$ cat config.mk
export PLATFORM = sky130hd
export DESIGN_NAME = serial_api_frame_receiver
export DESIGN_NICKNAME = d
export VERILOG_FILES = /design/src/sv/sapi_rx_pkg.sv /design/src/sv/sapi_rx_core.sv /design/src/sv/sapi_rx_obuf.sv /design/src/sv/serial_api_frame_receiver.sv
export SDC_FILE = /design/constraint.sdc
export NUM_CORES = 1
export LEC_CHECK = 0
export ABC_AREA = 1
export BUFFER_PORTS_ARGS = -buffer_cell sky130_fd_sc_hd__buf_2
export CAP_MARGIN = 10
export CORE_UTILIZATION = 45
export CTS_CLUSTER_SIZE = 20
export DETAILED_ROUTE_END_ITERATION = 8
export PLACE_DENSITY_LB_ADDON = 0.12
export REMOVE_ABC_BUFFERS = 1
export SYNTH_ARGS = -nofsm -noshare
export SYNTH_HDL_FRONTEND = slang
export SYNTH_SLANG_ARGS = --single-unit
$ cat constraint.sdc
create_clock -name aclk -period 4.6 [get_ports aclk]
set_input_delay 0.92 -clock aclk [delete_from_list [all_inputs] [get_ports aclk]]
set_output_delay 0.92 -clock aclk [all_outputs]
set_load 0.05 [all_outputs]
$ cat src/sv/sapi_rx_pkg.sv
// types and constants shared by the serial-api frame receiver
// no dependencies; used by sapi_rx_core, sapi_rx_obuf and the top level
`timescale 1ns / 1ps

package sapi_rx_pkg;

    // frame marks
    localparam logic [7:0] SOF_MARK   = 8'h01;
    localparam logic [7:0] CHECK_SEED = 8'hFF;

    // input word kinds
    localparam logic REQ_BYTE = 1'b0;
    localparam logic REQ_TICK = 1'b1;

    // result word kinds
    localparam logic KIND_BODY = 1'b0;
    localparam logic KIND_END  = 1'b1;

    // frame status codes
    localparam logic [2:0] ST_OK       = 3'd0;
    localparam logic [2:0] ST_HDR_TMO  = 3'd1;
    localparam logic [2:0] ST_BAD_SOF  = 3'd2;
    localparam logic [2:0] ST_BODY_TMO = 3'd3;
    localparam logic [2:0] ST_BAD_SUM  = 3'd4;

    // reply owed to the sender
    localparam logic [1:0] REPLY_NONE = 2'd0;
    localparam logic [1:0] REPLY_ACK  = 2'd1;
    localparam logic [1:0] REPLY_NACK = 2'd2;

    localparam logic [15:0] TIMEOUT_RESET = 16'd3;

    typedef struct packed {
        logic       req_type;
        logic [7:0] rx_byte;
    } in_word_t;

    typedef struct packed {
        logic       result_kind;
        logic [7:0] body_byte;
        logic [2:0] frame_status;
        logic [7:0] body_length;
        logic [1:0] reply_code;
    } out_word_t;

endpackage

$ cat src/sv/sapi_rx_core.sv
// frame state machine: header, length, body, checksum and timers
// depends on sapi_rx_pkg
`timescale 1ns / 1ps

module sapi_rx_core (
    input  logic                  aclk,
    input  logic                  aresetn,
    input  logic                  cfg_wr_en,
    input  logic [15:0]           cfg_wr_data,
    input  logic                  item_valid,
    input  sapi_rx_pkg::in_word_t item,
    output logic                  res_valid,
    output sapi_rx_pkg::out_word_t res
);

    typedef enum logic [1:0] {
        PH_HEAD = 2'd0,
        PH_LEN  = 2'd1,
        PH_BODY = 2'd2
    } phase_t;

    phase_t      phase_reg,   phase_next;
    logic [7:0]  first_reg,   first_next;
    logic [7:0]  len_reg,     len_next;
    logic [7:0]  left_reg,    left_next;
    logic [7:0]  check_reg,   check_next;
    logic [15:0] ticks_reg,   ticks_next;
    logic [15:0] timeout_reg;
    logic [7:0]  left_dec;
    logic        end_frame;

    function automatic sapi_rx_pkg::out_word_t end_word(
        input logic [2:0] status,
        input logic [7:0] length,
        input logic [1:0] reply
    );
        sapi_rx_pkg::out_word_t w;
        w.result_kind  = sapi_rx_pkg::KIND_END;
        w.body_byte    = 8'd0;
        w.frame_status = status;
        w.body_length  = length;
        w.reply_code   = reply;
        return w;
    endfunction

    assign left_dec = left_reg - 8'd1;

    always_comb begin
        phase_next = phase_reg;
        first_next = first_reg;
        len_next   = len_reg;
        left_next  = left_reg;
        check_next = check_reg;
        ticks_next = ticks_reg;
        res_valid  = 1'b0;
        res        = '0;
        end_frame  = 1'b0;
        if (item_valid) begin
            if (item.req_type == sapi_rx_pkg::REQ_TICK) begin
                if (ticks_reg >= timeout_reg) begin
                    end_frame = 1'b1;
                    if (phase_reg == PH_BODY) begin
                        res = end_word(sapi_rx_pkg::ST_BODY_TMO, 8'd0, sapi_rx_pkg::REPLY_NACK);
                    end else begin
                        res = end_word(sapi_rx_pkg::ST_HDR_TMO, 8'd0, sapi_rx_pkg::REPLY_NONE);
                    end
                end else begin
                    ticks_next = ticks_reg + 16'd1;
                end
            end else begin
                case (phase_reg)
                    PH_LEN: begin
                        if (first_reg != sapi_rx_pkg::SOF_MARK) begin
                            end_frame = 1'b1;
                            res = end_word(sapi_rx_pkg::ST_BAD_SOF, 8'd0, sapi_rx_pkg::REPLY_NONE);
                        end else begin
                            len_next = item.rx_byte;
                            if (item.rx_byte == 8'd0) begin
                                end_frame = 1'b1;
                                res = end_word(sapi_rx_pkg::ST_BAD_SUM, 8'd0,
                                               sapi_rx_pkg::REPLY_NACK);
                            end else begin
                                left_next  = item.rx_byte;
                                check_next = sapi_rx_pkg::CHECK_SEED ^ item.rx_byte;
                                ticks_next = 16'd0;
                                phase_next = PH_BODY;
                            end
                        end
                    end
                    PH_BODY: begin
                        left_next = left_dec;
                        if (left_dec != 8'd0) begin
                            check_next        = check_reg ^ item.rx_byte;
                            res.result_kind   = sapi_rx_pkg::KIND_BODY;
                            res.body_byte     = item.rx_byte;
                        end else if (check_reg == item.rx_byte) begin
                            end_frame = 1'b1;
                            res = end_word(sapi_rx_pkg::ST_OK, len_reg - 8'd1,
                                           sapi_rx_pkg::REPLY_ACK);
                        end else begin
                            end_frame = 1'b1;
                            res = end_word(sapi_rx_pkg::ST_BAD_SUM, 8'd0,
                                           sapi_rx_pkg::REPLY_NACK);
                        end
                        res_valid = 1'b1;
                    end
                    default: begin
                        first_next = item.rx_byte;
                        phase_next = PH_LEN;
                    end
                endcase
            end
            if (end_frame) begin
                res_valid  = 1'b1;
                phase_next = PH_HEAD;
                ticks_next = 16'd0;
                left_next  = 8'd0;
                check_next = sapi_rx_pkg::CHECK_SEED;
            end
        end
    end

    always_ff @(posedge aclk) begin
        if (!aresetn) begin
            phase_reg   <= PH_HEAD;
            first_reg   <= 8'd0;
            len_reg     <= 8'd0;
            left_reg    <= 8'd0;
            check_reg   <= sapi_rx_pkg::CHECK_SEED;
            ticks_reg   <= 16'd0;
            timeout_reg <= sapi_rx_pkg::TIMEOUT_RESET;
        end else begin
            phase_reg <= phase_next;
            first_reg <= first_next;
            len_reg   <= len_next;
            left_reg  <= left_next;
            check_reg <= check_next;
            ticks_reg <= ticks_next;
            if (cfg_wr_en) begin
                timeout_reg <= cfg_wr_data;
            end
        end
    end

endmodule

$ cat src/sv/sapi_rx_obuf.sv
// two-entry result buffer between the frame logic and the result channel
// depends on sapi_rx_pkg
`timescale 1ns / 1ps

module sapi_rx_obuf (
    input  logic                   aclk,
    input  logic                   aresetn,
    input  logic                   push,
    input  sapi_rx_pkg::out_word_t push_data,
    output logic                   has_room,
    output logic                   m_valid,
    input  logic                   m_ready,
    output sapi_rx_pkg::out_word_t m_data
);

    sapi_rx_pkg::out_word_t entry_reg [2];
    logic       wr_ptr_reg, wr_ptr_next;
    logic       rd_ptr_reg, rd_ptr_next;
    logic [1:0] count_reg,  count_next;
    logic       pop;

    assign m_valid  = (count_reg != 2'd0);
    assign has_room = (count_reg != 2'd2);
    assign m_data   = entry_reg[rd_ptr_reg];
    assign pop      = m_valid && m_ready;

    always_comb begin
        wr_ptr_next = wr_ptr_reg ^ push;
        rd_ptr_next = rd_ptr_reg ^ pop;
        count_next  = count_reg + {1'b0, push} - {1'b0, pop};
    end

    always_ff @(posedge aclk) begin
        if (push) begin
            entry_reg[wr_ptr_reg] <= push_data;
        end
    end

    always_ff @(posedge aclk) begin
        if (!aresetn) begin
            wr_ptr_reg <= 1'b0;
            rd_ptr_reg <= 1'b0;
            count_reg  <= 2'd0;
        end else begin
            wr_ptr_reg <= wr_ptr_next;
            rd_ptr_reg <= rd_ptr_next;
            count_reg  <= count_next;
        end
    end

endmodule

$ cat src/sv/serial_api_frame_receiver.sv
// serial-api frame receiver: each result word is registered in the result buffer;
// throughput one input word per cycle while s_ready is high; each word yields zero or one result
// the per-word rate is set by the frame state update in sapi_rx_core
// s_ready drops only while both result buffer entries are waiting to be taken
// reset is synchronous on aresetn low: header phase, timer cleared, timeout 3
// depends on sapi_rx_pkg, sapi_rx_core and sapi_rx_obuf
`timescale 1ns / 1ps

module serial_api_frame_receiver (
    input  logic                   aclk,
    input  logic                   aresetn,
    // timeout register write
    input  logic                   cfg_wr_en,
    input  logic [15:0]            cfg_wr_data,
    // received bytes and timer ticks
    input  logic                   s_valid,
    output logic                   s_ready,
    input  sapi_rx_pkg::in_word_t  s_data,
    // body bytes and frame-end words
    output logic                   m_valid,
    input  logic                   m_ready,
    output sapi_rx_pkg::out_word_t m_data
);

    logic                   in_accept;
    logic                   res_valid;
    sapi_rx_pkg::out_word_t res;
    logic                   has_room;

    // a word is taken whenever the buffer can hold the result it may cause
    assign s_ready   = has_room;
    assign in_accept = s_valid && s_ready;

    // frame state machine, one word per cycle while the buffer has room
    sapi_rx_core u_core (
        .aclk        (aclk),
        .aresetn     (aresetn),
        .cfg_wr_en   (cfg_wr_en),
        .cfg_wr_data (cfg_wr_data),
        .item_valid  (in_accept),
        .item        (s_data),
        .res_valid   (res_valid),
        .res         (res)
    );

    // result register with one skid entry
    sapi_rx_obuf u_obuf (
        .aclk      (aclk),
        .aresetn   (aresetn),
        .push      (res_valid),
        .push_data (res),
        .has_room  (has_room),
        .m_valid   (m_valid),
        .m_ready   (m_ready),
        .m_data    (m_data)
    );

`ifndef SYNTH
    // a full buffer always has a word on offer
    assert property (@(posedge aclk) disable iff (!aresetn)
        !s_ready |-> m_valid)
        else $error("input stalled with no result pending");

    // a result is produced only for an accepted word
    assert property (@(posedge aclk) disable iff (!aresetn)
        res_valid |-> in_accept)
        else $error("result without accepted input word");

    // body words carry no status or reply
    assert property (@(posedge aclk) disable iff (!aresetn)
        (m_valid && m_data.result_kind == sapi_rx_pkg::KIND_BODY) |->
        (m_data.frame_status == sapi_rx_pkg::ST_OK &&
         m_data.reply_code == sapi_rx_pkg::REPLY_NONE))
        else $error("body word with status or reply");

    // a good frame always owes an ack
    assert property (@(posedge aclk) disable iff (!aresetn)
        (m_valid && m_data.result_kind == sapi_rx_pkg::KIND_END &&
         m_data.frame_status == sapi_rx_pkg::ST_OK) |->
        (m_data.reply_code == sapi_rx_pkg::REPLY_ACK))
        else $error("good frame without ack");
`endif

endmodule
==> metrics list, run 1 <==
- Die H: 116 um
* Fraction of post-synthesis cell area in the top cell type by area: 24.2%
- Cell count along the critical path: 11
- Summing all placed instances gives a cell area of 0.00626 mm^2.
* Clock transition at path regs: 0.05 ns
- Number of buffers and inverters on the critical path: 2
- Number of diodes: 0
- End of the critical path: u_obuf.entry_reg[0][13]$_DFFE_PP_
- Cell family contributing the most delay on the critical path: simple AND/OR/NAND/NOR gates
* Final setup TNS: 0 ns
- The worst setup path is captured at a register.
- In the final design database the tool counted 811 nets.
* CP Launch Point: u_core.ticks_reg[11]$_SDFFE_PN0P_
- In this run the worst hold path is classified as reg -> reg.
* Number of port buffers: 53
- Between clock sinks in the finished design, the worst skew comes to 0.00644 ns.
- First-pass GRT wire length: 20600 um
- TritonCTS Sinks: 115
* Routed vias: 4694
- Dividing the detail-routed wire length by the instance count gives 13.6 um.
* Final Power: 3.27 mW
- After synthesis the netlist holds a flip-flop and latch count of 115.
- Pre-CTS WS: 1.10 ns
* Max_slew headroom: 35.5%
* Post-synthesis cell count: 702
- The register with the most flip-flops in the layout has 44 of them.
- The total overflow left after global routing is 0.
* DRC Markers: 0
- Most frequent standard cell in the layout excluding fill and tap cells: nand2_1
- Crit start category: register
- Count of cell types in the netlist: 39
- The number of gates resized after CTS was 0.
* RSZ-0062 raised after global routing: no
- The first detailed-routing pass ran for 5 iterations.
- Level count of the clock H-tree: 4
- For this configuration, the core starts out at a cell density of 46.4%.
- Achievable frequency: 0.299 GHz
- Cts bufs inserted: 17
- Combined global-route utilization of all metal layers: 20.0%
* R2R Path Start: u_core.ticks_reg[11]$_SDFFE_PN0P_
- Post-Layout Inst Area: 0.00686 mm^2
- Counting along the longest clock path gives a buffer depth of 2.
- TritonCTS built the clock tree.
- The number of antenna violations at the first check in global routing is 0.
* Hold buffers post-CTS: 0
- Buffers added to address setup during post-CTS repair amount to 0.
* Crit path time final: 3.35 ns
* Final worst path period share: 72.7%
- Delay contributed by the slowest stage of the critical path: 0.37 ns
* Required @ worst endpoint: 4.68 ns
- Boundary pin count: 54
- After synthesis, the cell types taking the most area are dfxtp_1 24%, edfxtp_1 22%, nand2_1 7.5%.
- Final GP Congestion: 0.902
- In this run the core area contains 41 standard-cell rows.
* Clock root buffer master: clkbuf_16
- Power density over cell area: 476 mW/mm^2
- The critical path in this run is classified as reg -> reg.
- Die Footprint: 0.0135 mm^2
* FFs w/ async S/R, synth: 0%
- Number of enable flip-flop cells after synthesis: 44
- Worst path setup slack after routing: 1.25 ns
- Count of endpoints failing setup in the final report: 0
* Status: complete, no violations
- Register-to-Register Setup Slack: 1.25 ns
* Number of global-route vias before repair: 4304
* HPWL after detailed placement: 9160 um
* DRT antenna net count: 0
* Endpoint of the most critical register-to-register path: u_obuf.entry_reg[0][13]$_DFFE_PP_
- Worst voltage drop across the vdd grid: 0.219 mV
* Core Box Area: 0.0127 mm^2
- Fin. max-slew vios: 0
- Part of the Yosys area used for sequential elements: 46.7%
* YS warnings: 0
- The detailed router finished its first iteration with 374 violations.
- On the critical path, the stage with the largest delay is an instance of nand2_1.
* Most used cells in the layout excluding fill and tap cells: 118 x nand2_1, 80 x nor2_1, 78 x inv_1
* Ratio of cells with drive above 1 in the final layout: 17.6%
* Leakage component of the power: 2.96 nW
- At the pin with the least slew margin, the transition time is 0.966 ns.
- Number of cells on the worst hold path: 2
* Count of endpoints failing hold in the final timing report: 0
- At the worst endpoint, the arrival time is 3.43 ns.
- Netlist area before placement: 0.00588 mm^2
- Largest net degree at the start of global routing: 40
- CP Cell Sequence: ha_1, nand4_1, nor3_1, nand3_1, nand3_1, nand2_1, nand2_1, inv_2, o22ai_1, ha_1, buf_4
- Max Cap Viol: 0
- Vias per Instance: 4.99
- Commonest register cell after synthesis: dfxtp_1
- The clock reaches the later pin of the worst-skew pair after 0.41 ns.
- Post-synth top area cell: dfxtp_1
* Worst Hold Slack: 0.461 ns
* Synthesized area divided by synthesized cell count: 8.37 um^2
- The worst register-to-register path has a depth of 11.
* Highest fanout seen on the critical path: 22
* Horizontal extent of the die: 116 um
- The area growth from synthesis to layout is 16.7%.
* Total routed wirelength: 12800 um
-- worst min-delay path, cell delays in order, from the launching register on --
cell,delay (ns)
dfxtp_1,0.29
inv_1,0.06
a21oi_1,0.06
-- area by class of cell --
type / instances / area, um^2
clock buffer: 18 / 429
clock inverter: 14 / 163
sequential: 115 / 2740
inverter: 83 / 312
multi-input combinational: 481 / 2700
tap: 172 / 215
timing repair buffer: 57 / 295
fill: 1186 / 5810
-- synth_stat cells, types with 3 or more instances --
master    count
nand2_1     118
nor2_1       80
inv_1        78
dfxtp_1      71
a21oi_1      57
nand3_1      45
edfxtp_1     44
o21ai_0      41
ha_1         26
mux2_2       22
nor3_1       22
xor2_1       15
clkbuf_1     12
nor4_1        9
nand2_2       6
nand4_1       6
o211ai_1      6
buf_2         4
inv_2         4
nor2_2        4
xnor2_1       4
buf_6         3
-- per-stage QoR --
step           util (%)  instances
2_1_floorplan         -        679
3_3_place_gp       49.4        908
3_5_place_dp       49.4        908
4_1_cts            54.1        940
5_1_grt            54.1        940
6_report           54.1        940
-- metal layers --
metal / track usage, % / vias up / share of wire [%]
met1: 26.6 / 2111 / 48
met3: 4.26 / 16 / 4.5
met2: 31.5 / 116 / 45
li1: - / 2451 / -
met5: 0 / - / 0
met4: 8.46 / 0 / 1.6
-- worst min-delay path by stage --
stage	start	endpoint
floorplan	u_core.timeout_reg[15]$_SDFFE_PN0P_	u_core.timeout_reg[15]$_SDFFE_PN0P_
global placement	u_core.timeout_reg[6]$_SDFFE_PN0P_	u_core.timeout_reg[6]$_SDFFE_PN0P_
detailed placement	u_core.timeout_reg[6]$_SDFFE_PN0P_	u_core.timeout_reg[6]$_SDFFE_PN0P_
CTS	u_core.timeout_reg[6]$_SDFFE_PN0P_	u_core.timeout_reg[6]$_SDFFE_PN0P_
global route	u_core.timeout_reg[7]$_SDFFE_PN0P_	u_core.timeout_reg[7]$_SDFFE_PN0P_
finish	u_core.timeout_reg[6]$_SDFFE_PN0P_	u_core.timeout_reg[6]$_SDFFE_PN0P_
-- logic make-up after synthesis --
kind of cell / count (synthesis) / share of synthesized area (%)
flops: 115 / 46.7
simple gates: 301 / 23.0
xor+xnor: 19 / 2.83
mux: 22 / 4.22
compound gates: 113 / 10.3
buf+inv: 106 / 7.37
fa+ha+maj: 26 / 5.54
-- where the power goes --
part           total, mW  leakage, nW  switching, mW  internal (mW)
clock               1.31        0.283          0.461          0.846
combinational      0.775         1.71          0.531          0.244
sequential          1.18        0.969         0.0604           1.12
No activity file was read; power rests on OpenSTA's default activity.
==> run 2, diff against run 1 <==
Clock period 4.6 ns to 3.4 ns, I/O delays scaled along.
==> run 2 against run 1 <==
Critical path depth is 5 higher. Register-to-register slack worse by 0.88 ns. Final area up 0.47%. Hold slack got worse by 0.0029 ns. Core utilization is 0.26 points higher. Maximum frequency is 11% higher. Largest cell class unchanged. Critical endpoint is now u_obuf.entry_reg[0][7]$_DFFE_PP_. Combinational power grew 41%. Sequential cell count unchanged. Sequential share of layout area is 0.19 points lower. Critical path type unchanged. Die area did not move.
==> metrics list, run 2 (same netlist as run 1, synthesis figures left out) <==
- The number of global-route vias before repair is 4384.
- Counting both buffers and inverters, the worst setup path holds a total of 3.
- Number of rows in the core area: 41
* Clock transition at path regs: 0.05 ns
- Registers take 0.00274 mm^2.
- CP Cell Sequence: inv_1, ha_1, nand2_2, nor2_2, nand2_1, nand2_1, nand2_2, nor2_4, nand3_2, nand2_4, nand3_4, nand2_1, inv_2, o22ai_1, ha_1, buf_12
- After routing, the total negative slack on setup checks comes to 0 ns.
- 1st-iter DRT viols: 314
- In this run, the clock network consumes 39.2% of the power.
* Crit path time final: 3.03 ns
- STA classifies the critical path endpoint as a register.
* Final worst path period share: 89.0%
- Overflow left after global routing: 0
- Worst-Skew Late Latency: 0.42 ns
- Counting stages on the worst path, the most repeated cell is nand2_1.
* Number of diodes: 0
- Setup violations remaining at the end of the flow were counted as 0.
- Clock tree from TritonCTS: done
- Worst Hold Class: reg -> reg
- The region available for standard cell placement spans 0.0127 mm^2.
* Layout overhead on the synthesized area: 17.2%
* Combined global-route utilization of all metal layers: 20.4%
* # placed instances: 911
- Clock root buffer master: clkbuf_16
- Max_slew headroom: 45.7%
- Largest net degree at the start of global routing: 30
* Total routed wirelength: 13000 um
- Hold buffers post-CTS: 0
* Register-to-Register Setup Slack: 0.37 ns
* Critical path arrival: 3.14 ns
- For this configuration, the core starts out at a cell density of 46.4%.
- Among all stages on the critical path, the largest delay is contributed by dfxtp_1.
- The first global-routing pass estimated 21000 um of wire.
- The worst setup path is launched from a register.
- At the end of the flow, the number of nets in the layout was 814.
- The count of buffers added on input and output ports is 53.
- Achievable frequency: 0.330 GHz
* Drt pass-1 iters: 5
* Worst voltage drop across the vdd grid: 0.282 mV
* Power density over cell area: 635 mW/mm^2
- Post-CTS setup buffers: 0
* Most used cells in the layout excluding fill and tap cells: 118 x nand2_1, 80 x nor2_1, 78 x inv_1
* Design internal power: 2.96 mW
- For the pin with the worst max-slew slack, the measured transition is 0.811 ns.
- Clock tree skew after final layout: 0.00995 ns
- Routed vias: 4711
- 54 I/O pins were placed.
* Logic gate share of total power: 24.9%
- RSZ-0062 raised after global routing: no
- The die is 116 um tall.
* Initial antenna violation count: 0
- Cells with a size suffix above 1 make up 17.6% of the layout.
- Number of buffers between clock root and the deepest sink: 2
- Detailed placement ended at an HPWL of 9220 um.
- Net switching is 32.4% of the power.
- Summed over all nets, the switching power comes to 1.41 mW.
* Average detailed-routed wire length per instance: 13.8 um
- The library cell used most frequently in the layout, excluding fill and tap cells, is nand2_1.
- Registers are responsible for 35.9% of the overall power.
* Cell family contributing the most delay on the critical path: simple AND/OR/NAND/NOR gates
* Delay contributed by the slowest stage of the critical path: 0.31 ns
- In the routed design, unresolved DRC markers number 0.
* DRT antenna net count: 0
- Die Footprint: 0.0135 mm^2
- Max Cap Viol: 0
* Required @ worst endpoint: 3.51 ns
* Status: complete, no violations
- In this run the worst path has a maximum fanout of 22.
- Final GP Congestion: 0.867
- Count of endpoints failing hold in the final timing report: 0
* Type of the worst setup path: reg -> reg
- Dividing the detail-routed via count by the number of cells gives 5.00.
* Cts bufs inserted: 17
- Leakage component of the power: 2.98 nW
- The final count of pins violating max slew was 0.
- Flip-flop count of the largest register after layout: 44
- Level count of the clock H-tree: 4
- The tree built by TritonCTS fans out to 115 sinks.
- Fill cell total of the finished layout: 1215
* Layout Cells excl Fill: 943
* Horizontal extent of the die: 116 um
- After clock tree synthesis, the repair step resized 0 gates.
- Multi-input combinational cell area: 0.00270 mm^2
==> run 2: changes by cell type in the layout (fill, tap and decap cells not counted), sizes merged <==
| cell | delta |
|---|---|
| buf | +3 |
| inv | -1 |
| clkbuf | +5 |
| bufinv | -2 |
| clkinvlp | -2 |
==> run 2: area by class of cell <==
class,instances,share of cell area [%]
clock inverter,9,1.13
clock buffer,23,7.25
tap,172,3.12
inverter,83,4.52
sequential,115,39.8
timing repair buffer,60,4.98
multi-input combinational,481,39.2
==> run 2: power groups by stage <==
stage	logic (mW)	registers [mW]	clock network, mW
after floorplan	0.828	1.61	0
after global placement	1.08	1.60	0
after detailed placement	1.09	1.60	0
after CTS	1.10	1.57	1.74
after global routing	1.20	1.58	1.81
final	1.09	1.57	1.71
==> run 2: worst paths after layout <==
check	startpoint	endpoint	cells after the start
worst min-delay path	u_core.timeout_reg[15]$_SDFFE_PN0P_	u_core.timeout_reg[15]$_SDFFE_PN0P_	2
worst min register to register	u_core.timeout_reg[15]$_SDFFE_PN0P_	u_core.timeout_reg[15]$_SDFFE_PN0P_	2
worst max register to register	u_core.left_reg[0]$_SDFFE_PN0P_	u_obuf.entry_reg[0][7]$_DFFE_PP_	16
worst max-delay path	u_core.left_reg[0]$_SDFFE_PN0P_	u_obuf.entry_reg[0][7]$_DFFE_PP_	16
==> run 2: routing by layer <==
layer	wire, um	GRT usage, %
met1	6300	27.4
met2	5880	31.5
met3	583	4.46
met4	231	9.40
met5	0	0
==> run 2: worst min-delay path: stages, from the launching register on <==
cell and delay [ns]:
dfxtp_1 0.29, inv_1 0.06, a21oi_1 0.06
==> run 2: metrics by stage <==
stage | total power [mW] | setup slack, ns | cell area, um^2 | utilization (%) | hold slack, ns
4_1_cts | 4.41 | 0.353 | 6890 | 54.4 | 0.464
3_3_place_gp | 2.67 | 0.367 | 6310 | 49.8 | 0.451
3_5_place_dp | 2.69 | 0.268 | 6310 | 49.8 | 0.456
6_report | 4.37 | 0.373 | 6890 | 54.4 | 0.458
5_1_grt | 4.59 | 0.0874 | 6890 | 54.4 | 0.483
2_1_floorplan | 2.43 | 0.413 | 5750 | - | 0.435
